--- config.mk ---
export PLATFORM = sky130hd
export DESIGN_NAME = min_spread_of_k_values
export DESIGN_NICKNAME = d
export VERILOG_FILES = /design/src/rtl/core/msk_pkg.sv /design/src/rtl/core/min_spread_of_k_values.sv /design/src/rtl/core/msk_ram.sv
export SDC_FILE = /design/constraint.sdc
export NUM_CORES = 1
export LEC_CHECK = 0
export BUFFER_PORTS_ARGS = -buffer_cell sky130_fd_sc_hd__buf_2
export CORE_UTILIZATION = 45
export DETAILED_ROUTE_END_ITERATION = 8
export GPL_TIMING_DRIVEN = 0
export PLACE_DENSITY_LB_ADDON = 0.2
export SLEW_MARGIN = 0
export SYNTH_ARGS = -nofsm -noshare
export SYNTH_HDL_FRONTEND = slang
export SYNTH_HIERARCHICAL = 1
export SYNTH_SLANG_ARGS = --single-unit
--- constraint.sdc ---
create_clock -name clock -period 9 [get_ports clock]
set_clock_uncertainty 0.1 [all_clocks]
set_input_delay 0.9 -clock clock [delete_from_list [all_inputs] [get_ports clock]]
set_output_delay 0.9 -clock clock [all_outputs]
set_load 0.01 [all_outputs]
--- src/rtl/core/msk_pkg.sv ---
package msk_pkg;

   // sequencer states
   typedef enum logic [2:0] {
      ST_IDLE,
      ST_SHIFT,
      ST_PLACE,
      ST_FIN,
      ST_SCAN
   } state_type;

   localparam int unsigned GROUP_BITS = 7;
   localparam logic [GROUP_BITS-1:0] GROUP_RESET = 7'd2;

endpackage

--- src/rtl/core/min_spread_of_k_values.sv ---
// Sorts a set of unsigned words as they arrive and, after the last word of
// the set, returns the smallest (max - min) over any group_size of them.
// req_*: one value word per handshake; req_last_value closes the set.
// rsp_*: one result word per set: rsp_min_spread, and rsp_too_few when the
//   set held fewer values than group_size (spread then reads 0).
// csr_*: group_size is written with csr_we; write it only while idle.
//   A group size of 0 acts as 1. Values beyond MAX_ITEMS are dropped.
// Insertion: the store is one RAM (duplicated for a second read port)
//   with a registered read. A word into an empty store is written directly;
//   else each larger stored value is moved up one slot, then the word is placed.
// Scan: a setup state, then one window per cycle (count - k + 1 windows)
//   through both read ports, a drain step, then the result is registered.
// The result sits in an output register; the next set is accepted while it
//   waits. A second result waits in the scan state until rsp_ready frees it.
// Reset: group_size = 2, store empty, no result pending.
module min_spread_of_k_values #(
   parameter int unsigned MAX_ITEMS  = 64,
   parameter int unsigned VALUE_BITS = 16
) (
   input  logic                  clock,
   input  logic                  reset,
   input  logic                  req_valid,
   output logic                  req_ready,
   input  logic [VALUE_BITS-1:0] req_value,
   input  logic                  req_last_value,
   output logic                  rsp_valid,
   input  logic                  rsp_ready,
   output logic [VALUE_BITS-1:0] rsp_min_spread,
   output logic                  rsp_too_few,
   input  logic                  csr_we,
   input  logic [msk_pkg::GROUP_BITS-1:0] csr_wdata
);

   localparam int unsigned AW = $clog2(MAX_ITEMS);
   localparam int unsigned CW = $clog2(MAX_ITEMS + 1);
   localparam int unsigned WW = (CW > msk_pkg::GROUP_BITS) ? CW : msk_pkg::GROUP_BITS;
   localparam logic [CW-1:0] FULL_COUNT = CW'(MAX_ITEMS);

   msk_pkg::state_type state_ff, state_in;

   logic [msk_pkg::GROUP_BITS-1:0] group_ff;
   logic [CW-1:0]         count_ff, count_in;
   logic [CW-1:0]         pos_ff, pos_in;
   logic [VALUE_BITS-1:0] val_ff, val_in;
   logic                  last_ff, last_in;
   logic [CW-1:0]         scan_i_ff, scan_i_in;
   logic [CW-1:0]         scan_last_ff, scan_last_in;
   logic [AW-1:0]         scan_off_ff, scan_off_in;
   logic                  more_ff, more_in;
   logic                  pvld_ff, pvld_in;
   logic [VALUE_BITS-1:0] best_ff, best_in;
   logic                  few_ff, few_in;
   logic                  rsp_valid_ff, rsp_valid_in;
   logic [VALUE_BITS-1:0] rsp_spread_ff, rsp_spread_in;
   logic                  rsp_few_ff, rsp_few_in;

   logic                  mem_we;
   logic [AW-1:0]         mem_waddr;
   logic [VALUE_BITS-1:0] mem_wdata;
   logic [AW-1:0]         raddr_a, raddr_b;
   logic [VALUE_BITS-1:0] rd_a, rd_b;

   logic [CW-1:0]         count_m1, pos_m1, pos_m2;
   logic [WW-1:0]         k_ext, count_ext, last_ext, off_ext;
   logic [VALUE_BITS-1:0] diff;
   logic                  accept, full, scan_done, rsp_free;

   assign accept    = req_valid && req_ready;
   assign full      = (count_ff == FULL_COUNT);
   assign count_m1  = count_ff - CW'(1);
   assign pos_m1    = pos_ff - CW'(1);
   assign pos_m2    = pos_ff - CW'(2);
   assign k_ext     = (group_ff == '0) ? WW'(1) : WW'(group_ff);
   assign count_ext = WW'(count_ff);
   assign last_ext  = count_ext - k_ext;
   assign off_ext   = k_ext - WW'(1);
   assign diff      = rd_b - rd_a;
   assign scan_done = !more_ff && !pvld_ff;
   assign rsp_free  = !rsp_valid_ff || rsp_ready;

   msk_ram #(.WIDTH(VALUE_BITS), .DEPTH(MAX_ITEMS)) u_ram_a (
      .clock (clock),
      .we    (mem_we),
      .waddr (mem_waddr),
      .wdata (mem_wdata),
      .raddr (raddr_a),
      .rdata (rd_a)
   );

   // copy of the store for the upper end of each window
   msk_ram #(.WIDTH(VALUE_BITS), .DEPTH(MAX_ITEMS)) u_ram_b (
      .clock (clock),
      .we    (mem_we),
      .waddr (mem_waddr),
      .wdata (mem_wdata),
      .raddr (raddr_b),
      .rdata (rd_b)
   );

   // next state
   always_comb begin
      state_in = state_ff;
      case (state_ff)
         msk_pkg::ST_IDLE: begin
            if (accept) begin
               if (full || count_ff == '0) begin
                  state_in = req_last_value ? msk_pkg::ST_FIN : msk_pkg::ST_IDLE;
               end else begin
                  state_in = msk_pkg::ST_SHIFT;
               end
            end
         end
         msk_pkg::ST_SHIFT: begin
            if (rd_a > val_ff) begin
               if (pos_m1 == '0) begin
                  state_in = msk_pkg::ST_PLACE;
               end
            end else begin
               state_in = last_ff ? msk_pkg::ST_FIN : msk_pkg::ST_IDLE;
            end
         end
         msk_pkg::ST_PLACE: begin
            state_in = last_ff ? msk_pkg::ST_FIN : msk_pkg::ST_IDLE;
         end
         msk_pkg::ST_FIN: begin
            state_in = msk_pkg::ST_SCAN;
         end
         msk_pkg::ST_SCAN: begin
            if (scan_done && rsp_free) begin
               state_in = msk_pkg::ST_IDLE;
            end
         end
         default: begin
            state_in = msk_pkg::ST_IDLE;
         end
      endcase
   end

   // datapath and memory control
   always_comb begin
      count_in      = count_ff;
      pos_in        = pos_ff;
      val_in        = val_ff;
      last_in       = last_ff;
      scan_i_in     = scan_i_ff;
      scan_last_in  = scan_last_ff;
      scan_off_in   = scan_off_ff;
      more_in       = more_ff;
      pvld_in       = 1'b0;
      best_in       = best_ff;
      few_in        = few_ff;
      rsp_valid_in  = rsp_valid_ff && !rsp_ready;
      rsp_spread_in = rsp_spread_ff;
      rsp_few_in    = rsp_few_ff;
      mem_we        = 1'b0;
      mem_waddr     = pos_ff[AW-1:0];
      mem_wdata     = val_ff;
      raddr_a       = count_m1[AW-1:0];
      raddr_b       = scan_i_ff[AW-1:0] + scan_off_ff;
      case (state_ff)
         msk_pkg::ST_IDLE: begin
            if (accept) begin
               val_in  = req_value;
               last_in = req_last_value;
               pos_in  = count_ff;
               if (!full && count_ff == '0) begin
                  mem_we    = 1'b1;
                  mem_waddr = '0;
                  mem_wdata = req_value;
                  count_in  = CW'(1);
               end
            end
         end
         msk_pkg::ST_SHIFT: begin
            mem_we = 1'b1;
            if (rd_a > val_ff) begin
               // move the larger word up one slot, fetch the next one down
               mem_wdata = rd_a;
               pos_in    = pos_m1;
               raddr_a   = pos_m2[AW-1:0];
            end else begin
               count_in = count_ff + CW'(1);
            end
         end
         msk_pkg::ST_PLACE: begin
            mem_we    = 1'b1;
            mem_waddr = '0;
            count_in  = count_ff + CW'(1);
         end
         msk_pkg::ST_FIN: begin
            few_in       = count_ext < k_ext;
            more_in      = !(count_ext < k_ext);
            best_in      = (count_ext < k_ext) ? '0 : '1;
            scan_i_in    = '0;
            scan_last_in = last_ext[CW-1:0];
            scan_off_in  = off_ext[AW-1:0];
         end
         msk_pkg::ST_SCAN: begin
            raddr_a = scan_i_ff[AW-1:0];
            if (more_ff) begin
               pvld_in   = 1'b1;
               scan_i_in = scan_i_ff + CW'(1);
               more_in   = (scan_i_ff != scan_last_ff);
            end
            if (pvld_ff && diff < best_ff) begin
               best_in = diff;
            end
            if (scan_done && rsp_free) begin
               rsp_valid_in  = 1'b1;
               rsp_spread_in = best_ff;
               rsp_few_in    = few_ff;
               count_in      = '0;
            end
         end
         default: begin
         end
      endcase
   end

   always_ff @(posedge clock) begin
      if (reset) begin
         state_ff     <= msk_pkg::ST_IDLE;
         group_ff     <= msk_pkg::GROUP_RESET;
         count_ff     <= '0;
         more_ff      <= 1'b0;
         pvld_ff      <= 1'b0;
         rsp_valid_ff <= 1'b0;
      end else begin
         state_ff     <= state_in;
         count_ff     <= count_in;
         more_ff      <= more_in;
         pvld_ff      <= pvld_in;
         rsp_valid_ff <= rsp_valid_in;
         if (csr_we) begin
            group_ff <= csr_wdata;
         end
      end
   end

   always_ff @(posedge clock) begin
      pos_ff        <= pos_in;
      val_ff        <= val_in;
      last_ff       <= last_in;
      scan_i_ff     <= scan_i_in;
      scan_last_ff  <= scan_last_in;
      scan_off_ff   <= scan_off_in;
      best_ff       <= best_in;
      few_ff        <= few_in;
      rsp_spread_ff <= rsp_spread_in;
      rsp_few_ff    <= rsp_few_in;
   end

   assign req_ready      = (state_ff == msk_pkg::ST_IDLE);
   assign rsp_valid      = rsp_valid_ff;
   assign rsp_min_spread = rsp_spread_ff;
   assign rsp_too_few    = rsp_few_ff;

`ifndef SYNTHESIS
   a_count_bound: assert property (@(posedge clock) disable iff (reset)
      count_ff <= FULL_COUNT)
      else $error("store count beyond capacity");

   a_shift_pos: assert property (@(posedge clock) disable iff (reset)
      (state_ff == msk_pkg::ST_SHIFT) |-> (pos_ff != '0))
      else $error("shift with insert position at bottom");

   a_scan_no_write: assert property (@(posedge clock) disable iff (reset)
      (state_ff == msk_pkg::ST_SCAN) |-> !mem_we)
      else $error("store written during scan");

   a_set_cleared: assert property (@(posedge clock) disable iff (reset)
      $rose(rsp_valid_ff) |-> (count_ff == '0))
      else $error("store not emptied after result");
`endif

endmodule

--- src/rtl/core/msk_ram.sv ---
module msk_ram #(
   parameter int unsigned WIDTH = 16,
   parameter int unsigned DEPTH = 64
) (
   input  logic                     clock,
   input  logic                     we,
   input  logic [$clog2(DEPTH)-1:0] waddr,
   input  logic [WIDTH-1:0]         wdata,
   input  logic [$clog2(DEPTH)-1:0] raddr,
   output logic [WIDTH-1:0]         rdata
);

   logic [WIDTH-1:0] mem_ff [DEPTH];
   logic [WIDTH-1:0] rdata_ff;

   always_ff @(posedge clock) begin
      if (we) begin
         mem_ff[waddr] <= wdata;
      end
      rdata_ff <= mem_ff[raddr];
   end

   assign rdata = rdata_ff;

endmodule

==> flow_summary_export.csv <==
group,metric,value,unit
logic_synthesis,syn_area,0.0867,mm2
clock_tree,cts_made_buffers,214,
clock_tree,clockBufferDepth,3,
detailed_routing,drt_iter0_drc,5548,
detailed_routing,first_pass_iters,6,
logic_synthesis,yosys_warnings,6,
global_routing,first_global_vias,44100,
die,dieArea,0.194,mm2
die,die_h,441,um
placed_design,hpwlAfterDp,165000,um
die,fp.coreArea,0.191,mm2
clock_tree,clkSinkCount,2178,
setup_path,worst-path-max-fanout,10,
pwr,powerDensity,394,mW/mm2
setup_path,startpoint_type,"register",
pwr,vdd_drop_max,0.258,mV
pwr,p_clk_frac,0.221,
sta,max_slew_margin,0.0442,
logic_synthesis,syn_avg_cell_area,20.1,um2
sta,finalHoldViolations,0,
finish,fin_area,0.101,mm2
detailed_routing,drc,0,
finish,fin_nets,4901,
clock_tree,h-tree-depth,4,
setup_path,worstPathRequired,9570,ps
finish,final_common_cell,"edfxtp_1",
worst_hold_path,holdPathStages,1,
clock_tree,root_buffer,"clkbuf_16",
logic_synthesis,synth.net_count,4420,
setup_path,cp.arrival,6610,ps
die,rows,160,
detailed_routing,drtAntennaViolNets,0,
die,io_pins,48,
clock_tree,tritoncts,"built",
sta,finalCritPeriodShare,0.671,
setup_path,critPathKind,"reg2reg",
flow_run,timing.max_cap.violations,0,
pwr,comb_power_share,0.418,
global_routing,grt_pass1_wl,331000,um
placed_design,placed_cell_area,0.0944,mm2
setup_path,reg2regPathDepth,16,
finish,drive_above_1_share,0.281,
sta,fmax,166,MHz
logic_synthesis,synthArstFlopShare,0,
logic_synthesis,synth_seq_cells,2178,
logic_synthesis,seq_area_frac_synth,0.749,
logic_synthesis,synth_edf_count,2126,
placed_design,routabilityCongestion,0.949,
pwr,power.internal,0.0250,W
finish,syn2layout_area_growth,16.9,%
pwr,p_sw,0.0149,W
detailed_routing,vias,45500,
pwr,swShare,0.373,
sta,worst_slack,2960,ps
finish,fin_util,0.531,
clock_tree,hold_buffers,0,
pwr,p_leak,33.2,nW
clock_tree,path_clk_slew,60,ps
sta,setup_viol,0,
global_routing,grt_use_total,0.243,
clock_tree,cts_setup_buffers,0,
global_routing,grt_max_degree,70,
detailed_routing,drt-total-wl,235000,um
run_status,run_status,"finished clean",
placed_design,place_inst,7098,
detailed_routing,route.detailed.wl_per_inst,31.3,um
sta,slew_violations,0,
clock_tree,clk_latency,860,ps
global_routing,grt_antenna_before_repair,13,
placed_design,place_ws,3240,ps
sta,setup_tns,0,ps
sta,period_needed,6040,ps
detailed_routing,routed_via_density,6.07,
clock_tree,ctsResizeCount,0,
die,start_util,0.454,
placed_design,portBuffers,46,
global_routing,grt-ovfl-total,0,
finish,layout_common_cells,"edfxtp_1 (2,126), mux4_2 (440), clkbuf_16 (214)",
finish,stdcell_count,7503,
setup_path,crit_path_end_kind,"register",
sta,rsz0062_at_grt,"false",
worst_hold_path,hold_class,"in2reg",
logic_synthesis,synth_ff_type,"edfxtp_1",
die,dieWidth,441,um
pwr,seq_power_share,0.362,
sta,worst_pin_slew,1430,ps
logic_synthesis,syn_inst,4322,
logic_synthesis,synth_cell_type_count,74,
[cell usage after synthesis, drive strengths merged, types with 59 or more instances]
library cell	instances	area, um2
inv	80	300
nand3	59	295
ha	66	826
a21oi	65	325
mux2i	177	1770
edfxtp	2126	63800
a22oi	99	743
nor2	197	752
mux4	448	10100
nand2	168	646
nor2b	73	457
clkbuf	72	283
buf	160	1280
[per-layer routing]
| metal | GRT usage | vias to the layer above | share of wire |
|---|---|---|---|
| met3 | 0.0488 | 364 | 0.095 |
| met4 | 0.0669 | 6 | 0.027 |
| met1 | 0.365 | 24200 | 0.43 |
| met5 | 0 | - | 0.00020 |
| met2 | 0.360 | 2217 | 0.45 |
| li1 | - | 18800 | - |
[cells by family (layout without fill, tap and decap cells)]
| logic type | after synthesis | in the layout | synth area share |
|---|---|---|---|
| AOI/OAI and AO/OA | 421 | 421 | 0.0358 |
| and+or+nand+nor | 608 | 608 | 0.0341 |
| adders and majority gates | 69 | 69 | 0.0102 |
| other | 0 | 2 | 0 |
| xor gates and xnor gates | 54 | 54 | 0.00546 |
| buffers and inverters | 312 | 980 | 0.0215 |
| muxes | 680 | 680 | 0.144 |
| DFF | 2178 | 2178 | 0.749 |
[registers in the layout, indices dropped and copies added (netlist names), 16 cells and up]
name	flops
best_ff	16
u_ram_a/rdata	16
u_ram_b/rdata	16
val_ff	16
u_ram_a/mem_ff	1024
rsp_min_spread	16
u_ram_b/mem_ff	1024
[worst paths after layout]
path                                    from               end  slack [ps]
worst min-delay path            req_value[6]         val_ff[6]         140
worst min register to register        few_ff       rsp_too_few         330
worst max register to register     val_ff[3]  u_ram_a/rdata[3]        2960
worst max-delay path               val_ff[3]  u_ram_a/rdata[3]        2960
[power by group through the flow]
stage	logic, W	registers (W)	clock network [W]
after floorplan	0.00843	0.0152	0
after global placement	0.0143	0.0163	0
after CTS	0.0166	0.0144	0.00895
final	0.0167	0.0144	0.00880
after detailed placement	0.0165	0.0146	0
after global routing	0.0173	0.0145	0.00933
[stage by stage]
| stage | power [W] | hold WS, ps |
|---|---|---|
| after global routing | 0.0412 | 93.2 |
| after global placement | 0.0306 | 309 |
| after detailed placement | 0.0312 | 321 |
| after floorplan | 0.0236 | 300 |
| after CTS | 0.0400 | 70.3 |
| final | 0.0399 | 142 |
[layout make-up]
cell class              instances  area, um2
fillers                     14700      89500
inverters                      80        300
multi-input cells            1832      20500
well taps                    2511       3140
clock buffers                 281       5690
flip-flops and latches       2178      64900
clock inverters               122       1190
diodes                          2       5.00
plain buffers                 232       1570
repair buffers                265       4070
[worst max-delay path, stage by stage, from the launching register on]
cell       delay (ps)
edfxtp_1          370
inv_1             160
ha_1              300
a21oi_1           260
a2111oi_4         120
a2111oi_4         490
nor3_4            140
nand2b_1          290
o221ai_1          230
buf_2             430
buf_2             390
buf_2             370
buf_2             450
mux2i_1           620
nand3_1           220
a31oi_1           670
a311oi_1          200
No activity file was read; power rests on OpenSTA's default activity.
